===== src/hw/rtl/lbe_pkg.sv =====
package lbe_pkg;

  typedef enum logic [2:0] {
    MODE_RZ      = 3'd0,
    MODE_POLAR   = 3'd1,
    MODE_BIPOLAR = 3'd2,
    MODE_AMI     = 3'd3,
    MODE_CMI     = 3'd4,
    MODE_MANCH   = 3'd5,
    MODE_HDB3    = 3'd6
  } mode_t;

  localparam logic [2:0] REG_CODE_MODE = 3'd0;
  localparam logic [2:0] REG_DIFF_EN   = 3'd1;
  localparam logic [2:0] REG_AMPLITUDE = 3'd2;
  localparam logic [2:0] REG_SPS       = 3'd3;
  localparam logic [2:0] REG_RZ_ZEROS  = 3'd4;

  localparam int HDB3_DELAY = 3;

  typedef logic signed [1:0] lvl_t;
  localparam lvl_t LVL_POS  = 2'sb01;
  localparam lvl_t LVL_NEG  = 2'sb11;
  localparam lvl_t LVL_ZERO = 2'sb00;

  typedef logic signed [3:0] dc_t;

  typedef struct packed {
    mode_t       code_mode;
    logic        diff_en;
    logic [14:0] amplitude;
    logic [6:0]  sps;
    logic [6:0]  rz_zeros;
  } cfg_t;

  // level before the split point, level after it
  typedef struct packed {
    lvl_t a;
    lvl_t b;
  } sym_lvl_t;

  function automatic lvl_t lvl_neg(input lvl_t l);
    lvl_t r;
    r = -l;
    return r;
  endfunction

endpackage


===== src/hw/rtl/lbe_cfg.sv =====
module lbe_cfg (
  input  logic                 clk,
  input  logic                 rst_n,
  input  logic                 cfg_valid,
  output logic                 cfg_ready,
  input  logic [2:0]           cfg_index,
  input  logic [14:0]          cfg_data,
  output lbe_pkg::cfg_t        cfg
);

  lbe_pkg::cfg_t cfg_r;

  assign cfg_ready = 1'b1;
  assign cfg       = cfg_r;

  always_ff @(posedge clk) begin
    if (!rst_n) begin
      cfg_r.code_mode <= lbe_pkg::MODE_RZ;
      cfg_r.diff_en   <= 1'b0;
      cfg_r.amplitude <= 15'd1;
      cfg_r.sps       <= 7'd8;
      cfg_r.rz_zeros  <= 7'd0;
    end else if (cfg_valid) begin
      unique case (cfg_index)
        lbe_pkg::REG_CODE_MODE: cfg_r.code_mode <= lbe_pkg::mode_t'(cfg_data[2:0]);
        lbe_pkg::REG_DIFF_EN:   cfg_r.diff_en   <= cfg_data[0];
        lbe_pkg::REG_AMPLITUDE: cfg_r.amplitude <= cfg_data;
        lbe_pkg::REG_SPS:       cfg_r.sps       <= cfg_data[6:0];
        lbe_pkg::REG_RZ_ZEROS:  cfg_r.rz_zeros  <= cfg_data[6:0];
        default: ;
      endcase
    end
  end

endmodule


===== src/hw/rtl/lbe_enc.sv =====
module lbe_enc #(
  parameter  int MAX_SPS = 64,
  localparam int LEN_W   = $clog2(MAX_SPS + 1)
) (
  input  logic                 clk,
  input  logic                 rst_n,
  input  lbe_pkg::cfg_t        cfg,
  input  logic                 accept,
  input  logic                 data_bit,
  output lbe_pkg::sym_lvl_t    sym,
  output logic [LEN_W-1:0]     len,
  output logic [LEN_W-1:0]     split
);

  logic              pol_r, pol_nxt;
  logic              prev_r, prev_nxt;
  logic [1:0]        zr_r, zr_nxt;
  lbe_pkg::dc_t      dc_r, dc_nxt;
  lbe_pkg::lvl_t     dly_r   [lbe_pkg::HDB3_DELAY];
  lbe_pkg::lvl_t     dly_nxt [lbe_pkg::HDB3_DELAY];

  logic              bit_c;
  logic [LEN_W-1:0]  half;
  logic [LEN_W-1:0]  rz;
  lbe_pkg::lvl_t     pol_lvl;
  lbe_pkg::lvl_t     cur;
  lbe_pkg::lvl_t     oldest;

  function automatic lbe_pkg::dc_t dc_add(input lbe_pkg::dc_t dc, input logic signed [2:0] d);
    logic signed [4:0] s;
    lbe_pkg::dc_t      r;
    s = 5'(dc) + 5'(d);
    if (s > 5'sd7)       r = 4'sd7;
    else if (s < -5'sd8) r = -4'sd8;
    else                 r = s[3:0];
    return r;
  endfunction

  always_comb begin
    if (cfg.sps == 7'd0)              len = LEN_W'(1);
    else if (int'(cfg.sps) > MAX_SPS) len = LEN_W'(MAX_SPS);
    else                              len = LEN_W'(cfg.sps);
    half = len >> 1;
    if (int'(cfg.rz_zeros) > int'(len)) rz = len;
    else                                rz = LEN_W'(cfg.rz_zeros);
  end

  always_comb begin
    bit_c    = data_bit;
    prev_nxt = prev_r;
    if (cfg.diff_en) begin
      bit_c    = data_bit ^ prev_r;
      prev_nxt = data_bit;
    end

    pol_nxt = pol_r;
    zr_nxt  = zr_r;
    dc_nxt  = dc_r;
    dly_nxt = dly_r;
    pol_lvl = pol_r ? lbe_pkg::LVL_POS : lbe_pkg::LVL_NEG;
    cur     = lbe_pkg::LVL_ZERO;
    oldest  = dly_r[0];
    sym.a   = lbe_pkg::LVL_ZERO;
    sym.b   = lbe_pkg::LVL_ZERO;
    split   = len;

    unique case (cfg.code_mode)
      lbe_pkg::MODE_POLAR: begin
        sym.a = bit_c ? lbe_pkg::LVL_POS : lbe_pkg::LVL_NEG;
        sym.b = sym.a;
      end
      lbe_pkg::MODE_BIPOLAR, lbe_pkg::MODE_AMI: begin
        if (bit_c) begin
          sym.a   = pol_lvl;
          pol_nxt = ~pol_r;
        end
        sym.b = sym.a;
        if (cfg.code_mode == lbe_pkg::MODE_AMI) begin
          sym.b = lbe_pkg::LVL_ZERO;
          split = len - half;
        end
      end
      lbe_pkg::MODE_CMI: begin
        if (bit_c) begin
          sym.a   = pol_lvl;
          sym.b   = pol_lvl;
          pol_nxt = ~pol_r;
        end else begin
          sym.a = lbe_pkg::LVL_NEG;
          sym.b = lbe_pkg::LVL_POS;
          split = half;
        end
      end
      lbe_pkg::MODE_MANCH: begin
        sym.a = bit_c ? lbe_pkg::LVL_NEG : lbe_pkg::LVL_POS;
        sym.b = lbe_pkg::lvl_neg(sym.a);
        split = half;
      end
      lbe_pkg::MODE_HDB3: begin
        if (bit_c) begin
          pol_nxt = ~pol_r;
          cur     = lbe_pkg::lvl_neg(pol_lvl);
          dc_nxt  = dc_add(dc_r, 3'(cur));
          zr_nxt  = 2'd0;
        end else if (zr_r == 2'd3) begin
          if (dc_r != 4'sd0) begin
            // B00V: flip, rewrite the oldest delayed symbol as B
            pol_nxt = ~pol_r;
            cur     = lbe_pkg::lvl_neg(pol_lvl);
            oldest  = cur;
            dc_nxt  = dc_add(dc_r, pol_r ? -3'sd2 : 3'sd2);
          end else begin
            cur    = pol_lvl;
            dc_nxt = dc_add(dc_r, 3'(pol_lvl));
          end
          zr_nxt = 2'd0;
        end else begin
          zr_nxt = zr_r + 2'd1;
        end
        dly_nxt[0] = dly_r[1];
        dly_nxt[1] = dly_r[2];
        dly_nxt[2] = cur;
        sym.a = oldest;
        sym.b = oldest;
      end
      default: begin
        sym.a = bit_c ? lbe_pkg::LVL_POS : lbe_pkg::LVL_ZERO;
        split = len - rz;
      end
    endcase
  end

  always_ff @(posedge clk) begin
    if (!rst_n) begin
      pol_r  <= 1'b1;
      prev_r <= 1'b0;
      zr_r   <= 2'd0;
      dc_r   <= 4'sd0;
      for (int i = 0; i < lbe_pkg::HDB3_DELAY; i++) dly_r[i] <= lbe_pkg::LVL_ZERO;
    end else if (accept) begin
      pol_r  <= pol_nxt;
      prev_r <= prev_nxt;
      zr_r   <= zr_nxt;
      dc_r   <= dc_nxt;
      dly_r  <= dly_nxt;
    end
  end

endmodule


===== src/hw/rtl/lbe_gen.sv =====
module lbe_gen #(
  parameter  int MAX_SPS = 64,
  localparam int LEN_W   = $clog2(MAX_SPS + 1)
) (
  input  logic                 clk,
  input  logic                 rst_n,
  input  logic                 in_valid,
  output logic                 in_ready,
  input  lbe_pkg::sym_lvl_t    sym,
  input  logic [LEN_W-1:0]     len,
  input  logic [LEN_W-1:0]     split,
  input  logic [14:0]          amplitude,
  output logic                 out_valid,
  input  logic                 out_ready,
  output logic [15:0]          out_sample,
  output logic                 out_last
);

  lbe_pkg::sym_lvl_t lvl_r;
  logic [LEN_W-1:0]  len_r;
  logic [LEN_W-1:0]  split_r;
  logic [LEN_W-1:0]  cnt_r;
  logic              sym_valid_r;
  logic              out_valid_r;
  logic [15:0]       sample_r, sample_nxt;
  logic              last_r;

  logic              adv;
  logic              at_end;
  logic              fin;
  logic              load;
  lbe_pkg::lvl_t     lvl;

  assign adv      = !out_valid_r || out_ready;
  assign at_end   = (cnt_r == len_r - LEN_W'(1));
  assign fin      = sym_valid_r && adv && at_end;
  assign in_ready = !sym_valid_r || fin;
  assign load     = in_valid && in_ready;

  assign lvl = (cnt_r < split_r) ? lvl_r.a : lvl_r.b;

  always_comb begin
    unique case (lvl)
      lbe_pkg::LVL_POS: sample_nxt = {1'b0, amplitude};
      lbe_pkg::LVL_NEG: sample_nxt = -{1'b0, amplitude};
      default:          sample_nxt = 16'd0;
    endcase
  end

  always_ff @(posedge clk) begin
    if (!rst_n) begin
      sym_valid_r <= 1'b0;
      cnt_r       <= '0;
    end else if (load) begin
      sym_valid_r <= 1'b1;
      cnt_r       <= '0;
    end else if (fin) begin
      sym_valid_r <= 1'b0;
    end else if (sym_valid_r && adv) begin
      cnt_r <= cnt_r + LEN_W'(1);
    end
  end

  always_ff @(posedge clk) begin
    if (load) begin
      lvl_r   <= sym;
      len_r   <= len;
      split_r <= split;
    end
  end

  always_ff @(posedge clk) begin
    if (!rst_n) begin
      out_valid_r <= 1'b0;
    end else if (adv) begin
      out_valid_r <= sym_valid_r;
    end
  end

  always_ff @(posedge clk) begin
    if (adv) begin
      sample_r <= sample_nxt;
      last_r   <= at_end;
    end
  end

  assign out_valid  = out_valid_r;
  assign out_sample = sample_r;
  assign out_last   = last_r;

  a_cnt_in_symbol: assert property (@(posedge clk) disable iff (!rst_n)
    sym_valid_r |-> (cnt_r < len_r))
    else $error("sample count beyond symbol length");

  a_len_nonzero: assert property (@(posedge clk) disable iff (!rst_n)
    sym_valid_r |-> (len_r != '0))
    else $error("symbol held with zero length");

  a_load_restarts: assert property (@(posedge clk) disable iff (!rst_n)
    load |=> (sym_valid_r && cnt_r == '0))
    else $error("new item did not restart the sample count");

  a_no_early_drop: assert property (@(posedge clk) disable iff (!rst_n)
    (sym_valid_r && !fin) |=> sym_valid_r)
    else $error("symbol dropped before its last sample");

endmodule


===== src/hw/rtl/baseband_line_encoder_top.sv =====
// An item's first sample passes the symbol register, then the sample output register.
// One sample per cycle while out_tready is high; an item gives samples_per_symbol samples
// (clamped to 1..MAX_SAMPLES_PER_SYMBOL); the next item is taken with its last sample.
// HDB3 symbols leave three items after the bit that made them.
// Reset (rst_n low, synchronous) clears all coder state and restores register defaults.
module baseband_line_encoder_top #(
  parameter int MAX_SAMPLES_PER_SYMBOL = 64
) (
  input  logic        clk,
  input  logic        rst_n,
  input  logic        in_tvalid,
  output logic        in_tready,
  input  logic [7:0]  in_tdata,   // [0] data_bit, [7:1] zero
  output logic        out_tvalid,
  input  logic        out_tready,
  output logic [15:0] out_tdata,  // [15:0] sample (signed)
  output logic        out_tlast,
  input  logic        cfg_valid,
  output logic        cfg_ready,
  input  logic [2:0]  cfg_index,
  input  logic [14:0] cfg_data
);

  localparam int LEN_W = $clog2(MAX_SAMPLES_PER_SYMBOL + 1);

  lbe_pkg::cfg_t     cfg;
  lbe_pkg::sym_lvl_t sym;
  logic [LEN_W-1:0]  len;
  logic [LEN_W-1:0]  split;
  logic              accept;

  assign accept = in_tvalid && in_tready;

  lbe_cfg u_cfg (
    .clk       (clk),
    .rst_n     (rst_n),
    .cfg_valid (cfg_valid),
    .cfg_ready (cfg_ready),
    .cfg_index (cfg_index),
    .cfg_data  (cfg_data),
    .cfg       (cfg)
  );

  lbe_enc #(.MAX_SPS(MAX_SAMPLES_PER_SYMBOL)) u_enc (
    .clk      (clk),
    .rst_n    (rst_n),
    .cfg      (cfg),
    .accept   (accept),
    .data_bit (in_tdata[0]),
    .sym      (sym),
    .len      (len),
    .split    (split)
  );

  lbe_gen #(.MAX_SPS(MAX_SAMPLES_PER_SYMBOL)) u_gen (
    .clk        (clk),
    .rst_n      (rst_n),
    .in_valid   (in_tvalid),
    .in_ready   (in_tready),
    .sym        (sym),
    .len        (len),
    .split      (split),
    .amplitude  (cfg.amplitude),
    .out_valid  (out_tvalid),
    .out_ready  (out_tready),
    .out_sample (out_tdata),
    .out_last   (out_tlast)
  );

endmodule

===== config.mk =====
export PLATFORM = sky130hd
export DESIGN_NAME = baseband_line_encoder_top
export DESIGN_NICKNAME = d
export VERILOG_FILES = /design/src/hw/rtl/lbe_pkg.sv /design/src/hw/rtl/lbe_cfg.sv /design/src/hw/rtl/lbe_enc.sv /design/src/hw/rtl/lbe_gen.sv /design/src/hw/rtl/baseband_line_encoder_top.sv
export SDC_FILE = /design/constraint.sdc
export NUM_CORES = 1
export LEC_CHECK = 0
export BUFFER_PORTS_ARGS = -buffer_cell sky130_fd_sc_hd__buf_4
export CAP_MARGIN = 30
export CORE_MARGIN = 1
export CORE_UTILIZATION = 40
export CTS_BUF_LIST = sky130_fd_sc_hd__clkbuf_4
export CTS_CLUSTER_SIZE = 20
export DETAILED_ROUTE_END_ITERATION = 16
export HOLD_SLACK_MARGIN = 0.15
export MAX_ROUTING_LAYER = met4
export SLEW_MARGIN = 10
export SYNTH_ARGS = -nofsm -noshare
export SYNTH_HDL_FRONTEND = slang
export SYNTH_HIERARCHICAL = 1
export SYNTH_SLANG_ARGS = --single-unit

===== constraint.sdc =====
create_clock -name clk -period 4.2 [get_ports clk]
set_input_delay 0.21 -clock clk [delete_from_list [all_inputs] [get_ports clk]]
set_output_delay 0.21 -clock clk [all_outputs]
set_load 0.02 [all_outputs]

==> results_dict.tcl, run 1 <==
set metrics [dict create \
    ant_nets 0 \
    nets 780 \
    drive_gt1_share_pct 15.73 \
    grt_antenna_before_repair 1 \
    cpMostUsedCell "nand2_1" \
    synth-seq-cells 91 \
    core_area_sq_um 14590 \
    maxSlewHeadroom_pct 44.68 \
    grt_use_total_pct 18.44 \
    p_leak_nw 2.728 \
    synth_nets 721 \
    insertion_delay_ns 0.46 \
    path_cells "inv_1 > ha_1 > nor3b_1 > xor2_1 > or2_2 > o2111a_1 > nand2_1 > nand2_1 > and2_1 > nor3b_1 > buf_4 > o21ai_1 > a32oi_1 > nand2_1 > o21a_1" \
    tns_ns 0 \
    synth_edf_count 35 \
    cts_buffers 9 \
    clkSinkCount 91 \
    cts-root-buf "clkbuf_4" \
    worst_slack_ns 0.3619 \
    maxSlewViolCount 0 \
    synth.area.top_cells "dfxtp_1 (19%), edfxtp_1 (18%), ha_1 (7.7%)" \
    synth_top_area_share_pct 18.71 \
    hp-class "primary input to flop" \
    startpoint_type "flop" \
    post-route-drc-count 0 \
    dr.pass1.iters 5 \
    post_drt_via_cell_ratio 5.515 \
    criticalPathCategory "flop to flop" \
    min_period_over_period_pct 91.38 \
    min_period_ns 3.838 \
    tightestPinTransition_ns 0.8257 \
    drtIter0Drc 336 \
    worstPathArrival_ns 4.20 \
    port-buffer-count 42 \
    syn_area_per_cell_sq_um 9.245 \
    dieArea_sq_um 15470 \
    path_clk_slew_ns 0.14 \
    worstPathRequired_ns 4.57 \
    htreeDepth 3 \
    grt_pass1_wl_microns 22630 \
    grt_start_max_net_pins 58 \
    yosysTopAreaCell "dfxtp_1" \
    tritoncts "yes" \
    crit_fanout 10 \
    die_w_microns 124.4 \
    globalplace.congestion 0.8256 \
    status "finished clean" \
    async_flop_share_pct 0 \
    cts_buffer_depth 2 \
    row_count 44 \
    ys_warn_count 6 \
    overflow 0 \
    yosysUniqueCellTypes 91 \
    rsz0062_at_grt "no" \
    initial_utilization_pct 41.06 \
    synth_flop_cell "dfxtp_1" \
    timing.max_cap.violations 0 \
    critical_path.max_stage_delay_ns 0.47 \
    num_io_pins 51 \
    synth_area_sq_um 5991 \
    clock.fmax_ghz 0.2605 \
    synth_cells 648 \
    wirelength_microns 13780 \
    finalHoldViolCount 0 \
    synth_seq_area_share_pct 36.26 \
    p_per_area_nw_per_um2 253.3 \
    setup_viol 0 \
    fin_hold_ws_ns 0.2110 \
    grt_pass1_vias 4624 \
    pre_cts_ws_ns 0.2307 \
    syn_to_final_growth_pct 13.55 \
    end_kind "flop" \
    peakVddDrop_mv 0.1992 \
    finClkSkew_ns 0.01686 \
    place_hpwl_microns 10290 \
    slowest_stage "edfxtp_1" \
    die_y_microns 124.4 \
    post_drt_wl_per_cell_microns 15.36 \
    vias 4947 \
]
state kept, by name (all words and copies together), names as in the netlist:
register           flops
u_enc/pol_r            1
u_enc/prev_r           1
u_gen/out_valid        1
u_gen/sym_valid_r      1
u_gen/out_last         1
u_gen/out_sample      16
u_gen/cnt_r            7
u_gen/len_r            7
u_gen/split_r          7
u_enc/dc_r             4
u_gen/lvl_r            4
u_cfg/cfg             33
u_enc/zr_r             2
u_enc/dly_r            6
final timing paths:
path,from,end,slack (ns),cells after the start
worst min-delay path,cfg_data[1],u_cfg/cfg[15]$_SDFFE_PN0P_,0.21,3
worst max register to register,u_gen/len_r[0]$_DFFE_PP_,u_enc/dc_r[2]$_SDFFE_PN0P_,0.36,15
worst max-delay path,u_gen/len_r[0]$_DFFE_PP_,u_enc/dc_r[2]$_SDFFE_PN0P_,0.36,15
worst min register to register,u_enc/dly_r[0]$_SDFFE_PN0P_,u_enc/dly_r[2]$_SDFFE_PN0P_,0.46,2
cell usage in the layout (no fill, tap or decap), drive strengths merged, types with 6 or more instances in the layout:
cell type	n
nand3	7
a221oi	7
nor2	29
a21oi	48
mux2i	43
nand2b	6
clkbuf	10
nor3	25
dlygate4sd3	21
nor4	6
ha	37
nand2	81
buf	55
xnor2	23
or3	20
xor2	9
dfxtp	56
a21o	7
o21ai	38
clkinv	6
edfxtp	35
inv	36
nor2b	18
worst max-delay path: cells and delay by family (launching register included):
| kind | cells | cell delay, ns |
|---|---|---|
| simple gates | 7 | 1.56 |
| compound gates | 4 | 0.99 |
| flops | 1 | 0.47 |
| buf+inv | 2 | 0.33 |
| xor+xnor | 1 | 0.21 |
| fa+ha+maj | 1 | 0.18 |
cell type report:
class,count,area (sq um)
multi-input cells,492,3516
diodes,1,2.502
clock buffers,10,75.07
flip-flops and latches,91,2173
fillers,1409,7786
well taps,184,230.2
repair buffers,76,626.9
clock inverters,6,40.04
inverters,37,138.9
through the flow:
step / utilization (%) / cell area (sq um) / power, mW / instances
after floorplan: - / 5993 / 1.205 / 648
after global placement: 44.30 / 6462 / 1.294 / 858
after detailed placement: 44.37 / 6474 / 1.303 / 859
after CTS: 46.60 / 6799 / 1.749 / 896
after global routing: 46.63 / 6803 / 1.818 / 897
final: 46.63 / 6803 / 1.723 / 897
metal layers:
layer	vias to the layer above	share of wire, %	GRT usage [%]
met3	14	3.6	4.081
met4	0	1.2	5.174
li1	2475	-	-
met2	103	46	28.24
met5	-	0	-
met1	2355	49	24.43
cells in the mapped netlist, types with 4 or more instances:
cell type,number
inv_1,34
a21oi_1,46
xor2_1,8
buf_4,5
fa_1,5
or3_1,10
a21o_1,6
o21ai_1,11
a31oi_1,4
o22ai_1,4
xnor2_1,22
nand3_1,7
nor2b_1,18
o21ai_0,25
dfxtp_1,56
nor3_1,23
ha_1,37
nand4_1,5
nand2_1,79
buf_2,5
nor4_1,6
edfxtp_1,35
nand2b_1,6
mux2i_1,42
or3_2,10
buf_6,4
clkbuf_1,10
a221oi_1,6
nor2_1,29
cells by family after synthesis:
logic type	after synthesis	share of synthesized area, %
flip-flops	91	36.26
other	1	0.06260
AO/OA/AOI/OAI	153	17.40
adder cells (fa/ha/maj)	42	9.398
multiplexers	44	7.435
XOR/XNOR	32	4.929
AND/OR/NAND/NOR	220	19.17
buffers and inverters	65	5.347
power by group:
group | internal [mW] | switching (mW)
combinational | 0.142 | 0.171
clock | 0.128 | 0.296
sequential | 0.962 | 0.0235
what timing repair did:
action / 4_1_cts / 5_1_grt
gates resized for setup: 0 / 1
hold buffers: 21 / 0
setup buffers: 0 / 0
hold endpoints to repair: 31 / 0
endpoints found under the setup margin: 0 / 1
Note: power is estimated with default switching activity, not from simulation.
==> run 2: changes to the inputs <==
Settings changed: RECOVER_POWER set to 100.
==> run 2 against run 1 <==
  * Global-route usage is the same
  * Total power fell by 1.1%
  * Die area unchanged
  * Design area shrank 1.8%
  * Non-clock buffer count unchanged
  * Register-to-register slack worse by 0.14 ns
  * Sequential share of layout area is 0.58 points higher
  * Utilization shrank 0.83 points
  * The flow now finishes with violations (max-capacitance violations, max-slew violations)
==> results_dict.tcl, run 2 (synthesis results as in run 1) <==
set metrics [dict create \
    largest_reg_flops 33 \
    min_period_ns 3.980 \
    dr.pass1.iters 5 \
    nets 780 \
    p_per_area_nw_per_um2 255.2 \
    clkSinkCount 91 \
    ff_latch_area_sq_um 2173 \
    die_y_microns 124.4 \
    tritoncts "yes" \
    path_clk_slew_ns 0.13 \
    grt_use_total_pct 18.44 \
    rsz0062_at_grt "no" \
    grt_pass1_vias 4624 \
    globalplace.congestion 0.8256 \
    htreeDepth 3 \
    drive_gt1_share_pct 11.24 \
    worstPathRequired_ns 4.41 \
    worst_slack_ns 0.2203 \
    maxSlewHeadroom_pct -55.54 \
    grt_pass1_wl_microns 22630 \
    reg2reg_depth 16 \
    die_w_microns 124.4 \
    post_cts.repair.setup_buffers 0 \
    startpoint "u_cfg/cfg[13]$_SDFFE_PN0P_" \
    finalHoldViolCount 0 \
    startpoint_type "flop" \
    peakVddDrop_mv 0.1997 \
    drtIter0Drc 335 \
    row_count 44 \
    design_area_sq_um 6681 \
    maxSlewViolCount 58 \
    post_drt_wl_per_cell_microns 15.35 \
    final_cell_mix "nand2_1 (79), dfxtp_1 (55), a21oi_1 (47), mux2i_1 (42), ha_1 (37)" \
    cts_buffers 9 \
    dieArea_sq_um 15470 \
    tns_ns 0 \
    setup_viol 0 \
    grt_start_max_net_pins 58 \
    grt_antenna_before_repair 1 \
    cts_buffer_depth 2 \
    post-route-drc-count 0 \
    ant_nets 0 \
    timing.max_cap.violations 1 \
    fin_hold_ws_ns 0.2093 \
    rr_endpoint "u_gen/split_r[6]$_DFFE_PP_" \
    post_drt_via_cell_ratio 5.513 \
    overflow 0 \
    ff2ff_setup_slack_ns 0.22 \
    crit_path_end "u_gen/split_r[6]$_DFFE_PP_" \
    cts-root-buf "clkbuf_4" \
    vias 4945 \
    reg2reg_from "u_cfg/cfg[13]$_SDFFE_PN0P_" \
    criticalPathCategory "flop to flop" \
    fill_cells 1432 \
    insertion_delay_ns 0.46 \
    wirelength_microns 13770 \
    pre_cts_ws_ns 0.2307 \
    crit_fanout 14 \
    port-buffer-count 42 \
    core_area_sq_um 14590 \
    tightestPinTransition_ns 2.333 \
    place_hpwl_microns 10290 \
    syn_to_final_growth_pct 11.53 \
    min_period_over_period_pct 94.75 \
    worstPathArrival_ns 4.19 \
    hp-class "primary input to flop" \
    multi_input_comb_area_sq_um 3500 \
    place_area_sq_um 6474 \
    mostFrequentLayoutCell "nand2_1" \
    end_kind "flop" \
    violations "max-capacitance violations, max-slew violations" \
    status "finished with violations" \
    clock.fmax_ghz 0.2513 \
    p_leak_nw 2.612 \
    num_io_pins 51 \
    initial_utilization_pct 41.06 \
    finClkSkew_ns 0.01638 \
]
==> run 2: cell type report <==
class	count	share of cell area (%)
inverter	37	2.079
antenna	1	0.03745
clock inverter	6	0.5993
sequential	91	32.53
timing repair buffer	76	7.809
multi-input combinational	492	52.38
tap	184	3.446
clock buffer	10	1.124
==> run 2: worst min path at each step <==
stage | depth (start not counted) | slack, ns | from | end
final | 3 | 0.21 | cfg_data[1] | u_cfg/cfg[1]$_SDFFE_PN0P_
after global routing | 3 | 0.16 | cfg_data[1] | u_cfg/cfg[1]$_SDFFE_PN0P_
after CTS | 3 | 0.17 | cfg_data[2] | u_cfg/cfg[9]$_SDFFE_PN0P_
after detailed placement | 2 | 0.45 | u_enc/dly_r[2]$_SDFFE_PN0P_ | u_enc/dly_r[4]$_SDFFE_PN0P_
after global placement | 2 | 0.44 | u_enc/dly_r[3]$_SDFFE_PN0P_ | u_enc/dly_r[5]$_SDFFE_PN0P_
after floorplan | 1 | 0.27 | rst_n | u_enc/pol_r$_SDFFE_PN1P_
==> run 2: power by group <==
part	switching [mW]	leakage (nW)	total, mW	internal, mW
combinational	0.170	1.72	0.295	0.125
clock	0.298	0.0665	0.426	0.128
sequential	0.0230	0.821	0.985	0.962
==> run 2: critical path: stages, from the launching register on <==
cell and delay (ns):
dfxtp_2 0.43, nor2b_1 0.17, inv_1 0.10, ha_1 0.30
nor2b_1 0.15, o21ai_0 0.14, a21oi_1 0.10, or3_1 0.35
o21ai_0 0.18, mux2_1 0.40, fa_1 0.44, nor2b_1 0.16
nor3_1 0.08, o21bai_1 0.15, a21oi_1 0.09, xor2_1 0.16
a221o_1 0.34
==> run 2: what timing repair did <==
| action | in CTS | in global routing |
|---|---|---|
| hold buffers | 21 | 0 |
| hold endpoints to repair | 31 | 0 |
| gates resized for setup | 0 | 1 |
| endpoints found under the setup margin | 0 | 1 |
==> run 2: metal layers <==
| metal | vias to the layer above | global-route usage [%] | share of wire (%) |
|---|---|---|---|
| met3 | 16 | 4.081 | 3.6 |
| met4 | 0 | 5.174 | 1.3 |
| met1 | 2357 | 24.43 | 49 |
| met5 | - | - | 0 |
| met2 | 96 | 28.24 | 46 |
| li1 | 2476 | - | - |
==> run 2: through the flow <==
step	power (mW)	std cells	utilization [%]
6_report	1.705	897	45.80
5_1_grt	1.800	897	45.80
4_1_cts	1.749	896	46.60
3_5_place_dp	1.303	859	44.37
3_3_place_gp	1.294	858	44.30
2_1_floorplan	1.205	648	-
==> run 3: changes to the inputs <==
Settings changed: PLACE_DENSITY set to 0.62.
==> run 3 against run 2 <==
  * The flow still finishes with violations (max-capacitance violations, max-slew violations)
  * Via count is 1.0% higher
  * Worst hold slack about the same
  * First-iteration DRC count grew 14%
  * Combinational power hardly changed
  * Sequential share of layout area fell by 0.21 points
  * Utilization grew 0.29 points
  * Worst setup slack gained 0.13 ns
  * Global-route usage is 0.088 points higher
  * Cell count up 0.11%
  * Fmax is 3.3% higher
==> results_dict.tcl, run 3 (synthesis results as in run 1) <==
set metrics [dict create \
    status "finished with violations" \
    nets 782 \
    die_w_microns 124.4 \
    crit_fanout 14 \
    whs_path_depth 3 \
    power_frac_seq_pct 53.7 \
    finalPower_mw 1.836 \
    rsz0062_at_grt "no" \
    largest_reg_flops 33 \
    core_area_sq_um 14590 \
    power_frac_comb_pct 16.1 \
    maxSlewHeadroom_pct -56.26 \
    worstPathArrival_ns 4.09 \
    cts_buffers 9 \
    pre_cts_ws_ns 0.2602 \
    pwr-share-clk_pct 30.2 \
    maxSlewViolCount 58 \
    instances_no_fill 898 \
    timing.max_cap.violations 1 \
    final_cell_mix "nand2_1 (79), dfxtp_1 (55), a21oi_1 (47), mux2i_1 (42), ha_1 (37)" \
    ant_nets 0 \
    setup_viol 0 \
    path_clk_slew_ns 0.15 \
    post-route-drc-count 0 \
    vias 4996 \
    reg2reg_from "u_cfg/cfg[13]$_SDFFE_PN0P_" \
    grt_antenna_before_repair 0 \
    cts_buffer_depth 2 \
    place_hpwl_microns 10030 \
    end_kind "flop" \
    port-buffer-count 42 \
    dpl.cell_count 861 \
    dieArea_sq_um 15470 \
    criticalPathCategory "flop to flop" \
    num_io_pins 51 \
    violations "max-capacitance violations, max-slew violations" \
    worstPathRequired_ns 4.44 \
    clock.fmax_ghz 0.2596 \
    antenna_cells 0 \
    finClkSkew_ns 0.02063 \
    mostFrequentLayoutCell "nand2_1" \
    rr_endpoint "u_gen/split_r[6]$_DFFE_PP_" \
    reg2reg_depth 16 \
    grt_use_met1_pct 24.02 \
    grt_pass1_vias 4840 \
    post_drt_via_cell_ratio 5.563 \
    p_sw_uw 498.7 \
    swShare_pct 27.17 \
    tritoncts "yes" \
    tns_ns 0 \
    overflow 0 \
    startpoint_type "flop" \
    p_leak_nw 2.627 \
    met3_usage_pct 3.651 \
    globalplace.congestion 0.8914 \
    min_period_over_period_pct 91.70 \
    post_drt_wl_per_cell_microns 15.37 \
    grt_start_max_net_pins 58 \
    syn_to_final_growth_pct 12.24 \
    use_met2_pct 29.18 \
    peakVddDrop_mv 0.2145 \
    hp-class "primary input to flop" \
    drive_gt1_share_pct 10.92 \
    htreeDepth 3 \
    drtIter0Drc 381 \
    cts-root-buf "clkbuf_4" \
    dr.pass1.iters 5 \
    ff2ff_setup_slack_ns 0.35 \
    crit_path_end "u_gen/split_r[6]$_DFFE_PP_" \
    row_count 44 \
    busiest_layer "met2" \
    finalHoldViolCount 0 \
    p_per_area_nw_per_um2 273.0 \
    wirelength_microns 13800 \
    p_int_mw 1.337 \
    initial_utilization_pct 41.06 \
    startpoint "u_cfg/cfg[13]$_SDFFE_PN0P_" \
    insertion_delay_ns 0.47 \
    post_cts.repair.setup_buffers 0 \
    die_y_microns 124.4 \
    grt_pass1_wl_microns 23080 \
    clkSinkCount 91 \
    grt_use_total_pct 18.53 \
    min_period_ns 3.851 \
    tightestPinTransition_ns 2.344 \
    worst_slack_ns 0.3486 \
]
run 3: repair_timing:
item                                    CTS  global route
hold endpoints to repair                 31             0
gates resized for setup                   0             1
hold buffers                             21             0
endpoints found under the setup margin    0             1
run 3: metal layers:
metal  vias to the layer above  wire [microns]
met5                         -               0
met4                         0             215
li1                       2470               -
met2                       126            6463
met3                        26             587
met1                      2374            6535
run 3: stage by stage:
step                area [sq um]  utilization, %  hold WS (ns)
floorplan                   5993               -        0.2719
CTS                         6863           47.04        0.1701
finish                      6724           46.09        0.2092
global placement            6477           44.40        0.4360
global route                6724           46.09        0.1857
detailed placement          6489           44.48        0.4520
run 3: layout make-up:
cell class | instances | area (sq um)
Timing Repair Buffer | 78 | 529.3
Inverter | 37 | 138.9
Clock inverter | 6 | 88.84
Fill cell | 1382 | 7865
Sequential cell | 91 | 2173
Multi-Input combinational cell | 492 | 3488
Tap cell | 184 | 230.2
Clock buffer | 10 | 75.07
run 3: power by group through the flow:
| stage | Clock (mW) | Combinational, mW | Sequential (mW) |
|---|---|---|---|
| 2_1_floorplan | 0 | 0.186 | 1.02 |
| 3_3_place_gp | 0 | 0.288 | 1.00 |
| 3_5_place_dp | 0 | 0.296 | 1.01 |
| 4_1_cts | 0.574 | 0.312 | 0.986 |
| 5_1_grt | 0.609 | 0.323 | 0.992 |
| 6_report | 0.555 | 0.296 | 0.985 |
run 3: critical path: stages (launching register included):
cell and delay, ns:
dfxtp_2 0.42, nor2b_1 0.17, inv_1 0.11, ha_1 0.29, nor2b_1 0.13, o21ai_0 0.13, a21oi_1 0.11, or3_1 0.37
o21ai_2 0.10, mux2_1 0.37, fa_1 0.44, nor2b_1 0.17, nor3_1 0.08, o21bai_1 0.14, a21oi_1 0.09, xor2_1 0.16
a221o_1 0.34
run 3: how the worst min path moves through the flow:
stage	from	to	slack [ns]
floorplan	rst_n	u_enc/pol_r$_SDFFE_PN1P_	0.27
global placement	u_enc/dly_r[3]$_SDFFE_PN0P_	u_enc/dly_r[5]$_SDFFE_PN0P_	0.44
detailed placement	u_enc/dly_r[2]$_SDFFE_PN0P_	u_enc/dly_r[2]$_SDFFE_PN0P_	0.45
CTS	cfg_data[2]	u_cfg/cfg[16]$_SDFFE_PN0P_	0.17
global route	cfg_data[2]	u_cfg/cfg[16]$_SDFFE_PN0P_	0.19
finish	cfg_data[2]	u_cfg/cfg[16]$_SDFFE_PN0P_	0.21
